`config.mk`:
```
export PLATFORM = sky130hd
export DESIGN_NAME = cube_face_normal_packer_unit
export DESIGN_NICKNAME = d
export VERILOG_FILES = /design/src/rtl/cfnp_pkg.sv /design/src/rtl/cube_face_normal_packer_unit.sv
export SDC_FILE = /design/constraint.sdc
export NUM_CORES = 2
export LEC_CHECK = 0
export ABC_AREA = 1
export BUFFER_PORTS_ARGS = -buffer_cell sky130_fd_sc_hd__buf_4
export CORE_ASPECT_RATIO = 1.4
export CORE_UTILIZATION = 57
export DETAILED_ROUTE_END_ITERATION = 16
export PLACE_DENSITY = 0.73
export REMOVE_ABC_BUFFERS = 1
export SLEW_MARGIN = 20
export SYNTH_ARGS = -nofsm -noshare
export SYNTH_HDL_FRONTEND = slang
export SYNTH_SLANG_ARGS = --single-unit
```
`constraint.sdc`:
```
create_clock -name clk_i -period 88.4 [get_ports clk_i]
set_clock_uncertainty 0.15 [all_clocks]
set_input_delay 13.26 -clock clk_i [delete_from_list [all_inputs] [get_ports clk_i]]
set_output_delay 13.26 -clock clk_i [all_outputs]
set_load 0.01 [all_outputs]
```
`src/rtl/cfnp_pkg.sv`:
```
// cfnp_pkg: constants and field codes for the cube face normal packer.
// No dependencies; imported by cube_face_normal_packer_unit.
`default_nettype none

package cfnp_pkg;

  // Component width default and fixed field widths
  localparam int unsigned CFNP_COMPONENT_BITS = 16;
  localparam int unsigned SHADE_BITS          = 16;
  localparam int unsigned SHADE_FRAC_BITS     = 15;   // shade = level / 2^15
  localparam int unsigned SHADE_CODE_BITS     = 7;
  localparam int unsigned CODE_BITS           = 11;   // u and v code width
  localparam int unsigned FACE_BITS           = 2;
  localparam int unsigned WORD_BITS           = 32;

  localparam logic [CODE_BITS-1:0]       CODE_SCALE     = 11'h7FF;  // 2^11 - 1
  localparam logic [SHADE_CODE_BITS-1:0] SHADE_CODE_MAX = 7'h7F;    // 127

  // Dominant axis codes
  localparam logic [FACE_BITS-1:0] FACE_X = 2'd0;
  localparam logic [FACE_BITS-1:0] FACE_Y = 2'd1;
  localparam logic [FACE_BITS-1:0] FACE_Z = 2'd2;

endpackage : cfnp_pkg

`default_nettype wire

```
`src/rtl/cube_face_normal_packer_unit.sv`:
```
// cube_face_normal_packer_unit: packs a normal and a shade level into one 32-bit word.
// Depends on cfnp_pkg for field widths, scale constants and face codes.
//
// Usage:
//   Input channel: in_valid_i / in_stall_o with normal_x_i, normal_y_i, normal_z_i
//   (signed, COMPONENT_BITS wide) and shade_level_i (unsigned 16 bits).
//   Output channel: out_valid_o / out_stall_i with packed_word_o laid out as
//   sign[31], face[30:29], u[28:18], v[17:7], shade[6:0].
//   A transfer happens on a rising edge where valid is high and stall is low.
//
//   There are 14 register stages from input transfer to output valid; throughput
//   is one item per cycle while the receiver does not stall. The two restoring
//   dividers (u and v) resolve one quotient bit per stage over 11 stages after
//   three front stages: axis select, offset add, and scale by 2047.
//
//   The whole pipe advances under one enable. When the output holds a result and
//   the receiver stalls, every stage freezes and in_stall_o rises in the same
//   cycle, so nothing is dropped or repeated; the output word stays stable.
//   Reset clears all stage valid bits; payload registers are not reset.
//   An all-zero normal gives face x, sign 0, u = v = 0.
`default_nettype none

module cube_face_normal_packer_unit #(
  parameter int unsigned COMPONENT_BITS = cfnp_pkg::CFNP_COMPONENT_BITS
) (
  input  wire logic                              clk_i,
  input  wire logic                              rst_ni,
  // input channel
  input  wire logic                              in_valid_i,
  output logic                                   in_stall_o,
  input  wire logic signed [COMPONENT_BITS-1:0]  normal_x_i,
  input  wire logic signed [COMPONENT_BITS-1:0]  normal_y_i,
  input  wire logic signed [COMPONENT_BITS-1:0]  normal_z_i,
  input  wire logic [cfnp_pkg::SHADE_BITS-1:0]   shade_level_i,
  // output channel
  output logic                                   out_valid_o,
  input  wire logic                              out_stall_i,
  output logic [cfnp_pkg::WORD_BITS-1:0]         packed_word_o
);

  import cfnp_pkg::*;

  localparam int unsigned N      = COMPONENT_BITS;
  localparam int unsigned DW     = N + 1;              // 2d and a+d, up to 2^N
  localparam int unsigned W      = N + CODE_BITS + 1;  // dividend / remainder
  localparam int unsigned STAGES = CODE_BITS;          // one quotient bit each
  localparam int unsigned PROD_W = SHADE_BITS + SHADE_CODE_BITS;

  // Global advance: stall only while a finished word waits at the output.
  logic adv;
  assign adv        = !(out_valid_o && out_stall_i);
  assign in_stall_o = !adv;

  // ---------------------------------------------------------------------
  // Stage 1: magnitudes, dominant axis, sign, following axes, shade code
  // ---------------------------------------------------------------------
  logic [N-1:0]               mag_x, mag_y, mag_z;
  logic [N-1:0]               dom_d;
  logic [FACE_BITS-1:0]       dom_face;
  logic                       dom_sign;
  logic signed [N-1:0]        fol_a1, fol_a2;
  logic [PROD_W-1:0]          shade_prod;
  logic [PROD_W-SHADE_FRAC_BITS-1:0] shade_raw;
  logic [SHADE_CODE_BITS-1:0] shade_code;

  // |x| fits in N bits unsigned, including the most negative value
  assign mag_x = normal_x_i[N-1] ? N'(-normal_x_i) : N'(normal_x_i);
  assign mag_y = normal_y_i[N-1] ? N'(-normal_y_i) : N'(normal_y_i);
  assign mag_z = normal_z_i[N-1] ? N'(-normal_z_i) : N'(normal_z_i);

  always_comb begin
    logic [N-1:0] d_xy;
    logic [FACE_BITS-1:0] f_xy;
    // ties favor x, then y
    if (mag_y > mag_x) begin
      d_xy = mag_y;
      f_xy = FACE_Y;
    end else begin
      d_xy = mag_x;
      f_xy = FACE_X;
    end
    if (mag_z > d_xy) begin
      dom_d    = mag_z;
      dom_face = FACE_Z;
    end else begin
      dom_d    = d_xy;
      dom_face = f_xy;
    end
    case (dom_face)
      FACE_Y: begin
        dom_sign = normal_y_i[N-1];
        fol_a1   = normal_z_i;
        fol_a2   = normal_x_i;
      end
      FACE_Z: begin
        dom_sign = normal_z_i[N-1];
        fol_a1   = normal_x_i;
        fol_a2   = normal_y_i;
      end
      default: begin
        dom_sign = normal_x_i[N-1];
        fol_a1   = normal_y_i;
        fol_a2   = normal_z_i;
      end
    endcase
  end

  // shade code = min(floor(level * 127 / 2^15), 127)
  assign shade_prod = PROD_W'(shade_level_i) * PROD_W'(SHADE_CODE_MAX);
  assign shade_raw  = shade_prod[PROD_W-1:SHADE_FRAC_BITS];
  assign shade_code = (shade_raw > {1'b0, SHADE_CODE_MAX}) ? SHADE_CODE_MAX
                                                          : shade_raw[SHADE_CODE_BITS-1:0];

  logic                       s1_valid_q;
  logic                       s1_sign_q;
  logic [FACE_BITS-1:0]       s1_face_q;
  logic [N-1:0]               s1_d_q;
  logic signed [N-1:0]        s1_a1_q, s1_a2_q;
  logic [SHADE_CODE_BITS-1:0] s1_shade_q;

  always_ff @(posedge clk_i or negedge rst_ni) begin
    if (!rst_ni) begin
      s1_valid_q <= 1'b0;
    end else if (adv) begin
      s1_valid_q <= in_valid_i;
    end
  end

  always_ff @(posedge clk_i) begin
    if (adv) begin
      s1_sign_q  <= dom_sign;
      s1_face_q  <= dom_face;
      s1_d_q     <= dom_d;
      s1_a1_q    <= fol_a1;
      s1_a2_q    <= fol_a2;
      s1_shade_q <= shade_code;
    end
  end

  // ---------------------------------------------------------------------
  // Stage 2: offset a + d (always 0 .. 2d), divisor 2d, zero flag
  // ---------------------------------------------------------------------
  logic signed [N+1:0] sum1, sum2;
  assign sum1 = $signed({{2{s1_a1_q[N-1]}}, s1_a1_q}) + $signed({2'b00, s1_d_q});
  assign sum2 = $signed({{2{s1_a2_q[N-1]}}, s1_a2_q}) + $signed({2'b00, s1_d_q});

  logic                       s2_valid_q;
  logic                       s2_sign_q;
  logic [FACE_BITS-1:0]       s2_face_q;
  logic [DW-1:0]              s2_num1_q, s2_num2_q, s2_dd_q;
  logic                       s2_zero_q;
  logic [SHADE_CODE_BITS-1:0] s2_shade_q;

  always_ff @(posedge clk_i or negedge rst_ni) begin
    if (!rst_ni) begin
      s2_valid_q <= 1'b0;
    end else if (adv) begin
      s2_valid_q <= s1_valid_q;
    end
  end

  always_ff @(posedge clk_i) begin
    if (adv) begin
      s2_sign_q  <= s1_sign_q;
      s2_face_q  <= s1_face_q;
      s2_num1_q  <= sum1[DW-1:0];
      s2_num2_q  <= sum2[DW-1:0];
      s2_dd_q    <= {s1_d_q, 1'b0};
      s2_zero_q  <= (s1_d_q == '0);
      s2_shade_q <= s1_shade_q;
    end
  end

  // ---------------------------------------------------------------------
  // Stage 3 (divider entry): dividend = num * 2047 = (num << 11) - num
  // Divider stages 1..STAGES: restoring, one quotient bit per stage, MSB first.
  // Quotient never exceeds 2047 since num <= 2d.
  // ---------------------------------------------------------------------
  logic [W-1:0] num1_x, num2_x;
  assign num1_x = (W'(s2_num1_q) << CODE_BITS) - W'(s2_num1_q);
  assign num2_x = (W'(s2_num2_q) << CODE_BITS) - W'(s2_num2_q);

  logic                       dv_valid_q [STAGES+1];
  logic                       dv_sign_q  [STAGES+1];
  logic [FACE_BITS-1:0]       dv_face_q  [STAGES+1];
  logic [DW-1:0]              dv_dd_q    [STAGES+1];
  logic                       dv_zero_q  [STAGES+1];
  logic [SHADE_CODE_BITS-1:0] dv_shade_q [STAGES+1];
  logic [W-1:0]               dv_rem1_q  [STAGES+1];
  logic [W-1:0]               dv_rem2_q  [STAGES+1];
  logic [CODE_BITS-1:0]       dv_q1_q    [STAGES+1];
  logic [CODE_BITS-1:0]       dv_q2_q    [STAGES+1];

  // per-stage trial subtract
  logic [W-1:0] rem1_d [STAGES];
  logic [W-1:0] rem2_d [STAGES];
  logic         bit1_d [STAGES];
  logic         bit2_d [STAGES];

  always_comb begin
    logic [W-1:0] shifted;
    for (int j = 0; j < STAGES; j++) begin
      shifted   = W'(dv_dd_q[j]) << (STAGES - 1 - j);
      bit1_d[j] = (dv_rem1_q[j] >= shifted);
      bit2_d[j] = (dv_rem2_q[j] >= shifted);
      rem1_d[j] = bit1_d[j] ? (dv_rem1_q[j] - shifted) : dv_rem1_q[j];
      rem2_d[j] = bit2_d[j] ? (dv_rem2_q[j] - shifted) : dv_rem2_q[j];
    end
  end

  always_ff @(posedge clk_i or negedge rst_ni) begin
    if (!rst_ni) begin
      for (int j = 0; j <= STAGES; j++) begin
        dv_valid_q[j] <= 1'b0;
      end
    end else if (adv) begin
      dv_valid_q[0] <= s2_valid_q;
      for (int j = 0; j < STAGES; j++) begin
        dv_valid_q[j+1] <= dv_valid_q[j];
      end
    end
  end

  always_ff @(posedge clk_i) begin
    if (adv) begin
      dv_sign_q[0]  <= s2_sign_q;
      dv_face_q[0]  <= s2_face_q;
      dv_dd_q[0]    <= s2_dd_q;
      dv_zero_q[0]  <= s2_zero_q;
      dv_shade_q[0] <= s2_shade_q;
      dv_rem1_q[0]  <= num1_x;
      dv_rem2_q[0]  <= num2_x;
      dv_q1_q[0]    <= '0;
      dv_q2_q[0]    <= '0;
      for (int j = 0; j < STAGES; j++) begin
        dv_sign_q[j+1]  <= dv_sign_q[j];
        dv_face_q[j+1]  <= dv_face_q[j];
        dv_dd_q[j+1]    <= dv_dd_q[j];
        dv_zero_q[j+1]  <= dv_zero_q[j];
        dv_shade_q[j+1] <= dv_shade_q[j];
        dv_rem1_q[j+1]  <= rem1_d[j];
        dv_rem2_q[j+1]  <= rem2_d[j];
        dv_q1_q[j+1]    <= {dv_q1_q[j][CODE_BITS-2:0], bit1_d[j]};
        dv_q2_q[j+1]    <= {dv_q2_q[j][CODE_BITS-2:0], bit2_d[j]};
      end
    end
  end

  // ---------------------------------------------------------------------
  // Output: last divider stage is the output register
  // ---------------------------------------------------------------------
  logic [CODE_BITS-1:0] code_u, code_v;
  // zero vector: divisor is zero, force both codes to zero
  assign code_u = dv_zero_q[STAGES] ? '0 : dv_q1_q[STAGES];
  assign code_v = dv_zero_q[STAGES] ? '0 : dv_q2_q[STAGES];

  assign out_valid_o   = dv_valid_q[STAGES];
  assign packed_word_o = {dv_sign_q[STAGES], dv_face_q[STAGES], code_u, code_v,
                          dv_shade_q[STAGES]};

endmodule : cube_face_normal_packer_unit

`default_nettype wire
```
==> summary.md <==
| Metric | Value |
|---|---|
| Max Cap Viol | 0 |
| PnR worst setup slack | 60,400 ps |
| RSZ-0062 raised after global routing | no |
| Initial antenna violation count | 2 |
| RD Place Congestion | 1.03 |
| Layout cell share with drive strength beyond 1 | 0.0523 |
| Clk root buf | clkbuf_16 |
| Final period utilization | 0.317 |
| Fin cells | 10,600 |
| Setup_tns | 0 ps |
| WL/cell | 21.0 um |
| Bufs on Longest Clock Path | 3 |
| Levels on crit path | 4 |
| PortBufs | around 100 |
| Global-route wire length before repair | about 330 mm |
| NumNets Final | roughly 9,300 |
| Initial DRC Count | between 3,000 and 4,000 |
| Type of the worst setup path | input pin to output port |
| Multi-input gate area | 0.0338 sq mm |
| Avg Cell Area, Syn | ~8.7 sq um |
| Synth cell types | 60 |
| Worst EP arrival | around 15,000 ps |
| DRT Wirelength | roughly 220 mm |
| Placed Cells | about 10,000 |
| Min-delay worst type | flop to flop |
| Full die area | around 0.13 sq mm |
| Startpoint Class | input pin |
| DRC | 0 |
| ANT nets after route | 0 |
| Synth area leader | edfxtp_1 |
| Post-route minimum period | ~28,000 ps |
| Vias/cell | ~5.6 |
| Setup-failing EPs final | 0 |
| Mapped cell area | 0.0743 sq mm |
| Number of global-route vias before repair | 60,400 |
| Worst Path Max Fanout | 60 |
| Slowest library cell on the worst path | nand2_4 |
| CP required | 74,990 ps |
| Reg2reg path depth | 5 |
| Worst-path clk slew | about 70 ps |
| Worst hold slack | 265 ps |
| CTS Hold Bufs | 0 |
| Mapped Cells | approximately 8,600 |
| Critical-path cell list | buf_4 -> nand2_4 -> inv_1 -> buf_4 |
| Pin count of the biggest net entering global routing | about 200 |
| Fill cells | 11,100 |
| Resized cells post-CTS | 0 |
| H-tree levels | 3 |
| Reg2Reg Setup Slack | roughly 83,000 ps |
| CP dominant cell by count | buf_4 |
| Worst relative slew slack | 0.255 |
| Seq. cell area | ~0.036 sq mm |
| DP Worst Slack | ~60,000 ps |
| Starting Density | 0.575 |
| CTS tree | done |
| Crit path largest cell delay | roughly 560 ps |
| Area Growth Syn to Fin | 8.74% |
| All-Layer GR Usage | 0.337 |
| Overflow after GRT | 0 |
| YS warnings | 0 |
| Asr flop ratio synth | 0.0118 |
| Die W | 307 um |
| Number of synthesized flops with an enable pin | between 1,000 and 1,500 |
| Worst-Margin Slew | between 1000 and 1500 ps |
| Hold Vio Cnt, Final | 0 |
| Leading cell type in the layout, fill and taps excluded | nand2_1 |
| Register area share after synthesis | 0.480 |
| Cell Rows | approximately 160 |
| Overall die height | ~430 um |
| CP delay by family, top | buffers and inverters |
| Buf+Inv Stages, Crit Path | 3 |
| Most frequent cells in the layout | nand2_1 (2,586), edfxtp_1 (1,175), inv_1 (1,107) |
| Post-CTS Setup Bufs | 0 |
| Hold path depth | 0 |
| Fin. max-slew vios | 0 |
| Initial DRT Pass Iterations | 6 |
| Status | finished, final reports clean |
| Cell types occupying the most area after synthesis | edfxtp_1 (48%), nand2_1 (13%), ha_1 (8.0%) |
| Clock sinks | approximately 1,200 |
| Fmax | between 30 and 40 MHz |
| Detail Placement HPWL | ~180 mm |
| Most used DFF post-synth | edfxtp_1 |
| Cts bufs inserted | roughly 120 |
| Ports | 102 |
| Synth Register Bits | between 1,000 and 1,500 |
| Area share of the largest cell type after synthesis | 0.475 |
| Worst Setup End Kind | output port |
| Core ar. | roughly 0.13 sq mm |
| DR vias | just under 60,000 |
| Worst skew pair latency | 800 ps |
[sequential cells by signal, summed over array words and instances (netlist names), 11 cells and up]
signal and cells:
dv_rem2_q 308, dv_sign_q 12, s2_dd_q 16, s2_num2_q 17, dv_rem1_q 308, dv_face_q 24
dv_valid_q 11, s1_a1_q 16, s1_a2_q 16, dv_dd_q 176, s1_d_q 16, dv_shade_q 84
s2_num1_q 17, dv_q2_q 66, dv_zero_q 12, dv_q1_q 66
[worst paths after layout]
kind	startpoint	end
min	dv_q2_q[9][2]	dv_q2_q[10][3]
min reg2reg	dv_q2_q[9][2]	dv_q2_q[10][3]
max in group asynchronous	rst_ni	dv_valid_q[10]
max	out_stall_i	in_stall_o
min in group asynchronous	rst_ni	s1_valid_q
max reg2reg	out_valid_o	dv_rem1_q[1][25]
[cells in the mapped netlist, drive strengths merged (9+ instances only)]
| cell type | instances |
|---|---|
| o21bai | 23 |
| buf | 79 |
| nand3 | 576 |
| dfrtp | 14 |
| nand3b | 78 |
| nor2 | 717 |
| edfxtp | 1175 |
| and2 | 10 |
| a21oi | 521 |
| o21ai | 371 |
| and3 | 9 |
| clkbuf | 21 |
| o21a | 13 |
| nor4 | 35 |
| a21o | 31 |
| nor3 | 104 |
| nand4 | 177 |
| or2 | 20 |
| nand2 | 2620 |
| ha | 472 |
| xnor2 | 103 |
| xor2 | 185 |
| fa | 76 |
| inv | 1116 |
[worst reg2reg max path, stage by stage (launching register included)]
cell and delay, ps:
dfrtp_1 410, nand2_4 580, buf_4 880, buf_4 850, buf_4 710, buf_4 970
[cell type report]
type / count / area share
clock inverters: 83 / 0.0136
inverters: 1117 / 0.0519
well taps: 1738 / 0.0269
flip-flops and latches: 1189 / 0.441
clock buffers: 128 / 0.0362
repair buffers: 123 / 0.0116
multi-input cells: 6174 / 0.418
diodes: 3 / 0.0000930
[cells by family after synthesis]
group,Yosys count,share of synthesized area
compound gates,982,0.0716
xor+xnor,288,0.0340
fa+ha+maj,548,0.100
buf+inv,1217,0.0656
flops,1189,0.480
simple gates,4356,0.249
[metrics by stage]
step / area (sq um) / util
6_report: 80800 / 0.625
5_1_grt: 80800 / 0.625
4_1_cts: 80700 / 0.625
3_5_place_dp: 76700 / 0.594
3_3_place_gp: 76700 / 0.594
2_1_floorplan: 73600 / -
[metal layers]
metal / global-route usage / vias up / share of wire
met4: 0.366 / 0 / 0.12
met2: 0.649 / 1739 / 0.54
met3: 0.0401 / 919 / 0.034
met5: 0 / - / 0
li1: - / 29000 / -
met1: 0.275 / 27400 / 0.30
Power is not shown: default switching activity piles up to over one toggle a cycle in this logic, so the estimate is an artifact.
